## src/rtl/core/rss_pkg.sv

```systemverilog
`timescale 1ns / 1ps
// ----------------------------------------------------------------------------
// Record selection sorter package
// Shared widths and the sequencer state type.
// ----------------------------------------------------------------------------
package rss_pkg;

   localparam int SLOT_W = 6;
   localparam int KEY_W  = 32;

   typedef enum logic [7:0] {
      ST_LOAD     = 8'b0000_0001,
      ST_CHECK    = 8'b0000_0010,
      ST_SCAN     = 8'b0000_0100,
      ST_SWAP_A   = 8'b0000_1000,
      ST_SWAP_B   = 8'b0001_0000,
      ST_EMIT_RD  = 8'b0010_0000,
      ST_EMIT_CAP = 8'b0100_0000,
      ST_EMIT_OUT = 8'b1000_0000
   } state_type;

endpackage

```

## src/rtl/core/rss_ram.sv

```systemverilog
`timescale 1ns / 1ps
// ----------------------------------------------------------------------------
// Generic simple dual-port RAM
// One write port, one read port with registered read data.
// ----------------------------------------------------------------------------
module rss_ram #(
   parameter int  WIDTH = 65,
   parameter int  DEPTH = 32,
   localparam int AddrW = $clog2(DEPTH)
) (
   input  logic             clock,
   input  logic             wr_en,
   input  logic [AddrW-1:0] wr_addr,
   input  logic [WIDTH-1:0] wr_data,
   input  logic [AddrW-1:0] rd_addr,
   output logic [WIDTH-1:0] rd_data
);

   logic [WIDTH-1:0] mem_ff [DEPTH];
   logic [WIDTH-1:0] rd_data_ff;

   always_ff @(posedge clock) begin
      if (wr_en) begin
         mem_ff[wr_addr] <= wr_data;
      end
      rd_data_ff <= mem_ff[rd_addr];
   end

   assign rd_data = rd_data_ff;

endmodule

```

## src/rtl/core/record_selection_sorter_unit.sv

```systemverilog
`timescale 1ns / 1ps
// ----------------------------------------------------------------------------
// Record selection sorter unit
// Loads a table of records, sorts the occupied slots in place by signed key
// with a swap-based selection sort, then emits every slot in order.
// ----------------------------------------------------------------------------
//
//   channel  | direction | handshake            | carries
//   ---------+-----------+----------------------+-------------------------------
//   req_*    | in        | req_valid/req_ready  | occupied, key, payload, last
//   rsp_*    | out       | rsp_valid/rsp_ready  | slot, occupancy, key, payload,
//            |           |                      | final_res
//
// Loading takes one record per cycle. The sort walks the table through the
// single read port of the record RAM: pass i scans slots i to n-1 for the
// least occupied key and, if slot i is occupied, swaps that record into it.
// Emission reads, captures and presents each slot in turn.
// Reset (synchronous, active high) returns the unit to loading an empty table.
// req_ready is high only while loading; rsp_valid holds a transaction until
// rsp_ready takes it, and the next slot is read only after that.
// ----------------------------------------------------------------------------
module record_selection_sorter_unit #(
   parameter int DEPTH         = 32,
   parameter int PAYLOAD_WIDTH = 32
) (
   input  logic                      clock,
   input  logic                      reset,
   // request channel
   input  logic                      req_valid,
   output logic                      req_ready,
   input  logic                      req_occupied,
   input  logic [rss_pkg::KEY_W-1:0] req_key,
   input  logic [PAYLOAD_WIDTH-1:0]  req_payload,
   input  logic                      req_last,
   // response channel
   output logic                      rsp_valid,
   input  logic                      rsp_ready,
   output logic [rss_pkg::SLOT_W-1:0] rsp_slot,
   output logic                      rsp_slot_occupied,
   output logic [rss_pkg::KEY_W-1:0] rsp_sorted_key,
   output logic [PAYLOAD_WIDTH-1:0]  rsp_sorted_payload,
   output logic                      rsp_final_res
);

   localparam int IDX_W  = $clog2(DEPTH);
   localparam int CNT_W  = $clog2(DEPTH + 1);
   localparam int KEY_W  = rss_pkg::KEY_W;
   localparam int WORD_W = 1 + KEY_W + PAYLOAD_WIDTH;

   // RAM word layout: {occupied, key, payload}
   localparam int OCC_BIT = WORD_W - 1;
   localparam int KEY_MSB = WORD_W - 2;

   rss_pkg::state_type state_ff, state_in;

   logic [CNT_W-1:0]  load_count_ff, load_count_in;  // table size once loaded
   logic [IDX_W-1:0]  i_ff, i_in;                    // slot being filled
   logic [CNT_W-1:0]  rd_ptr_ff, rd_ptr_in;          // scan / emit pointer
   logic              cmp_valid_ff, cmp_valid_in;
   logic [IDX_W-1:0]  cmp_idx_ff, cmp_idx_in;
   logic              best_valid_ff, best_valid_in;
   logic [IDX_W-1:0]  best_idx_ff, best_idx_in;
   logic [WORD_W-1:0] best_word_ff, best_word_in;
   logic [WORD_W-1:0] head_word_ff, head_word_in;

   logic                     rsp_valid_ff, rsp_valid_in;
   logic [rss_pkg::SLOT_W-1:0] rsp_slot_ff, rsp_slot_in;
   logic                     rsp_occ_ff, rsp_occ_in;
   logic [KEY_W-1:0]         rsp_key_ff, rsp_key_in;
   logic [PAYLOAD_WIDTH-1:0] rsp_payload_ff, rsp_payload_in;
   logic                     rsp_final_ff, rsp_final_in;

   logic              ram_wr_en;
   logic [IDX_W-1:0]  ram_wr_addr;
   logic [WORD_W-1:0] ram_wr_data;
   logic [IDX_W-1:0]  ram_rd_addr;
   logic [WORD_W-1:0] ram_rd_data;

   logic             req_fire;
   logic             scan_issue;
   logic             rd_occ;
   logic [KEY_W-1:0] rd_key;
   logic [KEY_W-1:0] best_key;
   logic             key_less;

   rss_ram #(
      .WIDTH (WORD_W),
      .DEPTH (DEPTH)
   ) u_ram (
      .clock   (clock),
      .wr_en   (ram_wr_en),
      .wr_addr (ram_wr_addr),
      .wr_data (ram_wr_data),
      .rd_addr (ram_rd_addr),
      .rd_data (ram_rd_data)
   );

   assign req_ready  = (state_ff == rss_pkg::ST_LOAD);
   assign req_fire   = req_valid && req_ready;
   assign scan_issue = (rd_ptr_ff < load_count_ff);

   // shared compare: record just read against the running minimum
   assign rd_occ   = ram_rd_data[OCC_BIT];
   assign rd_key   = ram_rd_data[KEY_MSB -: KEY_W];
   assign best_key = best_word_ff[KEY_MSB -: KEY_W];
   assign key_less = ($signed(rd_key) < $signed(best_key));

   always_comb begin
      state_in      = state_ff;
      load_count_in = load_count_ff;
      i_in          = i_ff;
      rd_ptr_in     = rd_ptr_ff;
      cmp_valid_in  = 1'b0;
      cmp_idx_in    = cmp_idx_ff;
      best_valid_in = best_valid_ff;
      best_idx_in   = best_idx_ff;
      best_word_in  = best_word_ff;
      head_word_in  = head_word_ff;

      rsp_valid_in   = rsp_valid_ff;
      rsp_slot_in    = rsp_slot_ff;
      rsp_occ_in     = rsp_occ_ff;
      rsp_key_in     = rsp_key_ff;
      rsp_payload_in = rsp_payload_ff;
      rsp_final_in   = rsp_final_ff;

      ram_wr_en   = 1'b0;
      ram_wr_addr = i_ff;
      ram_wr_data = best_word_ff;
      ram_rd_addr = rd_ptr_ff[IDX_W-1:0];

      case (state_ff)
         rss_pkg::ST_LOAD: begin
            if (req_fire) begin
               ram_wr_en     = 1'b1;
               ram_wr_addr   = load_count_ff[IDX_W-1:0];
               ram_wr_data   = {req_occupied, req_key, req_payload};
               load_count_in = load_count_ff + CNT_W'(1);
               // a full table ends the load even without last
               if (req_last || load_count_ff == CNT_W'(DEPTH - 1)) begin
                  i_in     = '0;
                  state_in = rss_pkg::ST_CHECK;
               end
            end
         end

         rss_pkg::ST_CHECK: begin
            // the final slot needs no pass of its own
            if (CNT_W'(i_ff) + CNT_W'(1) < load_count_ff) begin
               rd_ptr_in     = CNT_W'(i_ff);
               best_valid_in = 1'b0;
               state_in      = rss_pkg::ST_SCAN;
            end else begin
               rd_ptr_in = '0;
               state_in  = rss_pkg::ST_EMIT_RD;
            end
         end

         rss_pkg::ST_SCAN: begin
            // read pointer runs one slot ahead of the compare
            cmp_valid_in = scan_issue;
            cmp_idx_in   = rd_ptr_ff[IDX_W-1:0];
            if (scan_issue) begin
               rd_ptr_in = rd_ptr_ff + CNT_W'(1);
            end
            if (cmp_valid_ff) begin
               if (cmp_idx_ff == i_ff) begin
                  head_word_in = ram_rd_data;
               end
               // strict less keeps the earliest of equal keys
               if (rd_occ && (!best_valid_ff || key_less)) begin
                  best_valid_in = 1'b1;
                  best_idx_in   = cmp_idx_ff;
                  best_word_in  = ram_rd_data;
               end
            end
            if (!scan_issue && !cmp_valid_ff) begin
               // empty slots keep their place
               if (head_word_ff[OCC_BIT]) begin
                  state_in = rss_pkg::ST_SWAP_A;
               end else begin
                  i_in     = i_ff + IDX_W'(1);
                  state_in = rss_pkg::ST_CHECK;
               end
            end
         end

         rss_pkg::ST_SWAP_A: begin
            ram_wr_en   = 1'b1;
            ram_wr_addr = i_ff;
            ram_wr_data = best_word_ff;
            state_in    = rss_pkg::ST_SWAP_B;
         end

         rss_pkg::ST_SWAP_B: begin
            ram_wr_en   = 1'b1;
            ram_wr_addr = best_idx_ff;
            ram_wr_data = head_word_ff;
            i_in        = i_ff + IDX_W'(1);
            state_in    = rss_pkg::ST_CHECK;
         end

         rss_pkg::ST_EMIT_RD: begin
            state_in = rss_pkg::ST_EMIT_CAP;
         end

         rss_pkg::ST_EMIT_CAP: begin
            rsp_valid_in   = 1'b1;
            rsp_slot_in    = rss_pkg::SLOT_W'(rd_ptr_ff);
            rsp_occ_in     = rd_occ;
            rsp_key_in     = rd_occ ? rd_key : '0;
            rsp_payload_in = rd_occ ? ram_rd_data[PAYLOAD_WIDTH-1:0] : '0;
            rsp_final_in   = (rd_ptr_ff + CNT_W'(1) == load_count_ff);
            state_in       = rss_pkg::ST_EMIT_OUT;
         end

         rss_pkg::ST_EMIT_OUT: begin
            if (rsp_ready) begin
               rsp_valid_in = 1'b0;
               if (rsp_final_ff) begin
                  load_count_in = '0;
                  state_in      = rss_pkg::ST_LOAD;
               end else begin
                  rd_ptr_in = rd_ptr_ff + CNT_W'(1);
                  state_in  = rss_pkg::ST_EMIT_RD;
               end
            end
         end

         default: begin
            state_in = rss_pkg::ST_LOAD;
         end
      endcase
   end

   // control state
   always_ff @(posedge clock) begin
      if (reset) begin
         state_ff      <= rss_pkg::ST_LOAD;
         load_count_ff <= '0;
         i_ff          <= '0;
         rd_ptr_ff     <= '0;
         cmp_valid_ff  <= 1'b0;
         best_valid_ff <= 1'b0;
         rsp_valid_ff  <= 1'b0;
      end else begin
         state_ff      <= state_in;
         load_count_ff <= load_count_in;
         i_ff          <= i_in;
         rd_ptr_ff     <= rd_ptr_in;
         cmp_valid_ff  <= cmp_valid_in;
         best_valid_ff <= best_valid_in;
         rsp_valid_ff  <= rsp_valid_in;
      end
   end

   // datapath, no reset
   always_ff @(posedge clock) begin
      cmp_idx_ff     <= cmp_idx_in;
      best_idx_ff    <= best_idx_in;
      best_word_ff   <= best_word_in;
      head_word_ff   <= head_word_in;
      rsp_slot_ff    <= rsp_slot_in;
      rsp_occ_ff     <= rsp_occ_in;
      rsp_key_ff     <= rsp_key_in;
      rsp_payload_ff <= rsp_payload_in;
      rsp_final_ff   <= rsp_final_in;
   end

   assign rsp_valid          = rsp_valid_ff;
   assign rsp_slot           = rsp_slot_ff;
   assign rsp_slot_occupied  = rsp_occ_ff;
   assign rsp_sorted_key     = rsp_key_ff;
   assign rsp_sorted_payload = rsp_payload_ff;
   assign rsp_final_res      = rsp_final_ff;

endmodule

```

## config.mk

```make
export PLATFORM = sky130hd
export DESIGN_NAME = record_selection_sorter_unit
export DESIGN_NICKNAME = d
export VERILOG_FILES = /design/src/rtl/core/rss_pkg.sv /design/src/rtl/core/rss_ram.sv /design/src/rtl/core/record_selection_sorter_unit.sv
export SDC_FILE = /design/constraint.sdc
export NUM_CORES = 2
export LEC_CHECK = 0
export ABC_AREA = 0
export BUFFER_PORTS_ARGS = -buffer_cell sky130_fd_sc_hd__buf_2
export CORE_MARGIN = 4
export CORE_UTILIZATION = 55
export CTS_CLUSTER_SIZE = 40
export DETAILED_ROUTE_END_ITERATION = 10
export MAX_ROUTING_LAYER = met4
export PLACE_DENSITY = 0.71
export SYNTH_ARGS = -nofsm -noshare
export SYNTH_HDL_FRONTEND = slang
export SYNTH_SLANG_ARGS = --single-unit
```

## constraint.sdc

```tcl
create_clock -name clock -period 11.4 [get_ports clock]
set_input_delay 1.71 -clock clock [delete_from_list [all_inputs] [get_ports clock]]
set_output_delay 1.71 -clock clock [all_outputs]
set_load 0.1 [all_outputs]
```

== Yosys cells after proc, flatten, opt, wreduce, memory -nomap -nowiden ==
Memory sizes are Yosys's and may differ from the RTL's. A register that Yosys moved wholly into a read port is not among the register bits.
Index checks and enable logic that the tools add are counted.
Widths: inputs -> output; s select.

* Memories kept: 1
* Input bits: 70
* Logic and storage cells: 106
* Output and inout bits: 74
* Bits in writable memories: 2080
* Bits in registers: 240

{| class="wikitable"
|+ Memories
! memory !! depth !! bits a word !! read ports !! clocked after memory_dff !! wr ports !! RTL line !! RTL
|-
| u_ram.mem_ff || 32 || 65 || 1 || 1 || 1 || rss_ram.sv:19 || <nowiki>logic [WIDTH-1:0] mem_ff [DEPTH];</nowiki>
|}

* Equal/unequal tests: 22
* $lt $le $gt $ge: 3
* Mux-type cells: 36
* Reductions and logical operators: 23
* Bitwise operators: 1
* $add $sub $neg: 4

{| class="wikitable"
|+ Operators with widths
! cell !! count
|-
| $pmux 65 s2 || 1
|-
| $mux 65 || 1
|-
| $pmux 8 s8 || 1
|-
| $mux 6 || 8
|-
| $lt 32x32->1 || 1
|-
| $mux 8 || 4
|-
| $mux 5 || 6
|-
| $ne 2x2->1 const B || 9
|-
| $pmux 6 s3 || 1
|-
| $reduce_and 4->1 || 4
|-
| $pmux 5 s3 || 1
|-
| $add 6x1->6 const B || 2
|-
| $lt 6x6->1 || 2
|-
| $pmux 6 s2 || 1
|-
| $pmux 5 s2 || 1
|-
| $eq 8x1->1 const B || 1
|-
| $eq 8x2->1 const B || 1
|-
| $eq 8x3->1 const B || 1
|-
| $eq 8x4->1 const B || 1
|-
| $eq 8x5->1 const B || 1
|-
| $eq 8x6->1 const B || 1
|-
| $eq 8x7->1 const B || 1
|-
| $eq 8x8->1 const B || 1
|-
| $mux 1 || 7
|-
| 18 further kinds || 31
|}

== Longest topological paths before layout ==
* Depth after elaboration: 6
* Depth in mapped cells: 11
* Depth with buffers taken out: 9

== Cells and area by module ==
From an unflattened synthesis, not the netlist that was laid out.

* Cell total of the unflattened synthesis: 4005
* Area total of the unflattened synthesis: 90794.6 um^2

{| class="wikitable"
|+ Modules (own cells, without submodules)
! module !! seq. area each (um^2) !! cells an instance !! area each (um^2) !! times used
|-
| rss_ram || 63761.2 || 3147 || 80188.2 || 1
|-
| record_selection_sorter_unit || 6926.6 || 858 || 10606.4 || 1
|}

== Least setup slack after synthesis ==
OpenSTA, ideal clock, no wires.

* Path kind: flip-flop to flip-flop
* Start: register state_ff[7]
* End: register head_word_ff[0], enable pin
* Slack: 3.109 ns
* Period minus slack after synthesis: 8.291 ns
* Setup time: 0.649 ns
* Path buffers: 0
* Data arrival time: 7.642 ns
* Required time: 10.751 ns
* Cell stages (with the launch flop): 6
* Cells stage by stage: dfxtp_1 nor4_4 nand2_2 inv_1 nand2_1 nor4_1

* Word-level cells in the longest chain between the ends: 2

{| class="wikitable"
|+ Ends and longest elaborated chain
! item !! RTL line !! RTL
|-
| start: declaration || record_selection_sorter_unit.sv:54 || <nowiki>rss_pkg::state_type state_ff, state_in;</nowiki>
|-
| start signal: assignment || record_selection_sorter_unit.sv:239 || <nowiki>state_ff <= rss_pkg::ST_LOAD;</nowiki>
|-
| start signal: assignment || record_selection_sorter_unit.sv:247 || <nowiki>state_ff <= state_in;</nowiki>
|-
| $eq 8x3->1 || record_selection_sorter_unit.sv:132 || <nowiki>case (state_ff)</nowiki>
|-
| $reduce_and 3->1 (no line) || - ||
|-
| end signal: assignment || record_selection_sorter_unit.sv:262 || <nowiki>head_word_ff <= head_word_in;</nowiki>
|-
| end: declaration || record_selection_sorter_unit.sv:64 || <nowiki>logic [WORD_W-1:0] head_word_ff, head_word_in;</nowiki>
|}

Every way passes these cells.
A chain may end at the register's enable or synchronous reset.

== Worst setup path after layout ==
* Start: register state_ff[0]
* End: memory u_ram.mem_ff[4][10], enable pin

* Word-level cells in the longest chain between the ends: 6
* Elaborated cells on any way between the ends: 11
* Those cells by class: eq/ne (3); mux (6); reduce/logical (2)

{| class="wikitable"
|+ Ends and longest elaborated chain
! item !! RTL line !! RTL
|-
| $eq 8x1->1 || record_selection_sorter_unit.sv:98, record_selection_sorter_unit.sv:132 ||
|-
| $logic_and 1x1->1 || record_selection_sorter_unit.sv:99 || <nowiki>assign req_fire = req_valid && req_ready;</nowiki>
|-
| $mux 1 || record_selection_sorter_unit.sv:134 || <nowiki>if (req_fire) begin</nowiki>
|-
| $pmux 1 s2 || record_selection_sorter_unit.sv:132 ||
|-
| $mux 1 || rss_ram.sv:23 || <nowiki>if (wr_en) begin</nowiki>
|-
| $mux 1 (not written as such) || rss_ram.sv:24 || <nowiki>mem_ff[wr_addr] <= wr_data;</nowiki>
|-
| end: declaration || rss_ram.sv:19 ||
|}

Several ways; a longest one is shown, not always the timed one.

==> flow_summary.rst <==
.. list-table::
   :header-rows: 1

   * - Metric
     - Value
   * - Run status
     - finished clean
   * - Share of synthesized flip-flops with an asynchronous set or reset
     - 0%
   * - Vias in the first global route
     - 42697
   * - Cell leakage power
     - 0.0313 µW
   * - Cell types with the highest counts after synthesis
     - sky130_fd_sc_hd__edfxtp_1, sky130_fd_sc_hd__mux4_2, sky130_fd_sc_hd__clkbuf_1
   * - Final critical-path share of the clock period
     - 49.6%
   * - Post-synthesis cell type count
     - 68
   * - Mean cell area of the mapped netlist
     - 23.2 µm²
   * - Fmax
     - 177 MHz
   * - Total setup violations reported at the end of the flow
     - 0
   * - Post-layout instance count excluding filler cells
     - roughly 6600
   * - Ys Warns
     - 0
   * - Power density relative to cell area
     - 182 nW/µm²
   * - Final design area excluding fillers
     - 102000 µm²
   * - Pins over their slew limit
     - 0
   * - First-pass detailed-route iteration total
     - 6
   * - Number of clock buffers inserted by TritonCTS
     - 226
   * - Core region area
     - 164000 µm²
   * - DPL Wire Length
     - 117000 µm
   * - Critical path capture point type
     - register
   * - # H-tree levels
     - 4
   * - Resized Gates After CTS
     - 0
   * - Internal power consumption
     - 14400 µW
   * - Worst Tran Pin Value
     - 1.31 ns
   * - Starting density of the core
     - a little under three fifths
   * - Synthesized Nets
     - 4036
   * - Clock power frac
     - 39.3%
   * - First-pass GRT wire length
     - approximately 310000 µm
   * - Largest stage delay, worst path
     - about 0.93 ns
   * - Relative slew margins
     - between 10% and 20%
   * - Area delta synth->final
     - 11.8%
   * - Switching share of power
     - 21.9%
   * - Overall Global Routing Usage
     - 26.0%
   * - Synthesized-area fraction occupied by xor and xnor cells
     - less than 1%
   * - Fraction of power consumed by combinational cells
     - under 10%
   * - Yosys top cell area share
     - 75.7%
   * - Boundary Pins
     - around 140
   * - EDFF count, synth
     - 2292
   * - Clock network latency to the later pin of the worst-skew pair
     - 0.85 ns
   * - Clock skew after layout
     - 0.0279 ns
   * - Max IR drop VDD
     - 0.000185 V
   * - Worst slack on hold paths
     - 0.448 ns
   * - Instance count after placement with tap cells included
     - approximately 6100
   * - Cell area after technology mapping
     - 90900 µm²
   * - Switching power
     - 4050 µW
   * - Count of final hold-check violations
     - 0
   * - Die Width
     - 414 µm
   * - DRC errors left
     - 0
   * - Number of I/O port buffers
     - roughly 140
   * - Share of layout cells above drive strength 1
     - 30.5%
   * - Data arrival, critical path
     - approximately 6.1 ns
   * - Combinational family with the most area after synthesis
     - multiplexers
   * - Post-synth top flop
     - sky130_fd_sc_hd__edfxtp_1
   * - Die outline height
     - approximately 410 µm
   * - Maximum buffer depth of the clock tree
     - 3
   * - Setup crit start kind
     - register
   * - Wirelength, routed
     - 216000 µm
   * - RSZ-0062 raised after global routing
     - no
   * - Number of filler instances in the final layout
     - 10755
   * - Post-Place Cell Area
     - 94500 µm²
   * - Buffers inserted during post-CTS setup optimization
     - 0
   * - Max-cap check violation count
     - 0
   * - Sum of negative setup slack
     - 0 ns
   * - Post-synthesis cell type with the largest combined area
     - sky130_fd_sc_hd__edfxtp_1
   * - Number of buffers and inverters on the critical path
     - 3
   * - Vias per cell
     - approximately 6.6
   * - Post-synthesis compound-gate area fraction
     - ~1.3%
   * - Type of the worst setup path
     - reg -> reg
   * - Clock Pin Slew Worst Setup and Hold Paths
     - 0.06 ns
   * - Share of cell area taken by muxes after synthesis
     - around 17%
   * - Chain of cells forming the critical path
     - nor4_4 > and2_4 > buf_4 > nor2_4 > buf_4 > a21o_1 > nand2b_1 > nor2_4 > buf_4
   * - Period minus WS final
     - around 5.7 ns
   * - Slowest cell on the critical path
     - sky130_fd_sc_hd__nor2_4
   * - Kind of cell adding the most delay to the critical path
     - simple AND/OR/NAND/NOR gates
   * - Share of total power in sequential cells
     - 54.9%
   * - Area of the die
     - about 170000 µm²
   * - Most repeated cell in the gate-level netlist after synthesis
     - sky130_fd_sc_hd__edfxtp_1
   * - Basic-gate share of the synthesized area counting and, or, nand and nor cells
     - 1.97%
   * - Cell type with the highest occurrence count on the critical path
     - sky130_fd_sc_hd__buf_4
   * - Number of clock sinks seen by CTS
     - 2385
   * - Cells after Synth
     - a little under 4000
   * - Top cells by area, synth
     - sky130_fd_sc_hd__edfxtp_1, sky130_fd_sc_hd__mux4_2, sky130_fd_sc_hd__dfxtp_1
   * - GP Congestion
     - 0.796
   * - Maximum number of pins on one net before global-route repair
     - 100
   * - Wire length per cell
     - 32.9 µm
   * - Critical Path Fanout Max
     - 43
   * - Number of nets in the layout
     - 4302
   * - Antenna violations before repair
     - 8
   * - Adder-Cell Fraction of Synth Area
     - 0.620%
   * - Hold-fix buffers at CTS
     - 0
   * - Portion of the post-synthesis area used by sequential elements
     - 77.8%
   * - Data required time of the critical path
     - between 10 and 15 ns
   * - Hold WC Path Type
     - reg -> reg
   * - Post-Route Utilization
     - roughly 62%
   * - Via Count
     - 43000
   * - TritonCTS clock tree
     - done
   * - Post-synthesis register bit count
     - 2385
   * - Grt ovf
     - 0
   * - Standard-cell rows
     - about 150
   * - Antenna viol nets, final
     - 0
   * - First-iteration detailed-routing DRC count
     - 6221
   * - Clock tree root buffer cell
     - sky130_fd_sc_hd__clkbuf_16
==> power groups by stage <==
stage / Clock, µW / Combinational (µW) / Sequential [µW]
final: 7270 / 1080 / 10100
after global routing: 7750 / 1140 / 10200
after CTS: 7370 / 1070 / 10100
after detailed placement: 0 / 1060 / 10300
after global placement: 0 / 1040 / 10300
after floorplan: 0 / 650 / 10200
==> layout by cell type (no fill, tap or decap), types with 12 or more instances in the layout <==
cell type | synthesis | final
sky130_fd_sc_hd__a21oi_1 | 28 | 27
sky130_fd_sc_hd__a221o_1 | 31 | 31
sky130_fd_sc_hd__a22oi_1 | 35 | 35
sky130_fd_sc_hd__and2_1 | 67 | 66
sky130_fd_sc_hd__buf_2 | 52 | 143
sky130_fd_sc_hd__buf_4 | 3 | 95
sky130_fd_sc_hd__bufinv_16 | 0 | 17
sky130_fd_sc_hd__clkbuf_1 | 126 | 48
sky130_fd_sc_hd__clkbuf_16 | 0 | 229
sky130_fd_sc_hd__clkinv_1 | 0 | 54
sky130_fd_sc_hd__clkinv_2 | 0 | 47
sky130_fd_sc_hd__dfxtp_1 | 93 | 87
sky130_fd_sc_hd__edfxtp_1 | 2292 | 2292
sky130_fd_sc_hd__ha_1 | 45 | 45
sky130_fd_sc_hd__inv_1 | 48 | 47
sky130_fd_sc_hd__mux2_2 | 65 | 65
sky130_fd_sc_hd__mux4_2 | 650 | 650
sky130_fd_sc_hd__nand2_1 | 101 | 101
sky130_fd_sc_hd__nand3_1 | 12 | 12
sky130_fd_sc_hd__nor2_1 | 47 | 32
sky130_fd_sc_hd__nor2_4 | 0 | 16
sky130_fd_sc_hd__nor3_1 | 55 | 41
sky130_fd_sc_hd__nor3_2 | 5 | 16
sky130_fd_sc_hd__o21ai_0 | 17 | 17
sky130_fd_sc_hd__xnor2_1 | 15 | 15
==> metal layers <==
metal / up-vias / wire, µm / share of wire (%) / global-route usage, %
li1: 17164 / - / - / -
met1: 23040 / 86800 / 40 / 38.3
met2: 2507 / 103000 / 48 / 38.7
met3: 289 / 21000 / 9.7 / 4.49
met4: 0 / 5080 / 2.4 / 6.60
met5: - / 0 / 0 / -
==> through the flow <==
step / setup slack (ns) / total power [µW]
floorplan: 3.11 / 10900
global placement: 5.54 / 11400
detailed placement: 5.50 / 11400
CTS: 5.78 / 18600
global route: 5.52 / 19000
finish: 5.75 / 18500
==> cell families after synthesis <==
group	Yosys count
AO/OA/AOI/OAI	157
XOR/XNOR	23
adder cells (fa/ha/maj)	45
buffers and inverters	251
flip-flops	2385
multiplexers	717
AND/OR/NAND/NOR	343
==> sequential cells by signal, summed over array words and instances (netlist names), 5 cells and up <==
register / cells
rsp_slot: 6
best_idx_ff: 5
load_count_ff: 6
i_ff: 5
rsp_sorted_payload: 32
u_ram.rd_data: 65
head_word_ff: 65
u_ram.mem_ff: 2080
state_ff: 8
rsp_sorted_key: 32
rd_ptr_ff: 6
cmp_idx_ff: 5
best_word_ff: 65
==> final timing paths <==
path                                           startpoint                            end  slack [ns]  depth (start not counted)
worst max register to register   state_ff[0]$_SDFFE_PP1P_  u_ram.mem_ff[4][10]$_DFFE_PP_        5.75                          9
worst min-delay path            u_ram.rd_data[11]$_DFF_P_     best_word_ff[11]$_DFFE_PP_        0.45                          0
worst max-delay path             state_ff[0]$_SDFFE_PP1P_  u_ram.mem_ff[4][10]$_DFFE_PP_        5.75                          9
worst min register to register  u_ram.rd_data[11]$_DFF_P_     best_word_ff[11]$_DFFE_PP_        0.45                          0
==> layout make-up <==
cell class / instances / area (µm²) / area share (%)
Clock buffer: 282 / 5980 / 5.88
Sequential cell: 2385 / 70700 / 69.6
Multi-Input combinational cell: 1285 / 19400 / 19.1
Antenna cell: 3 / 7.51 / 0.00739
Clock inverter: 138 / 1180 / 1.16
Tap cell: 2175 / 2720 / 2.68
Timing Repair Buffer: 241 / 1490 / 1.46
Inverter: 48 / 183 / 0.180
Note: power is estimated with default switching activity, not from simulation.
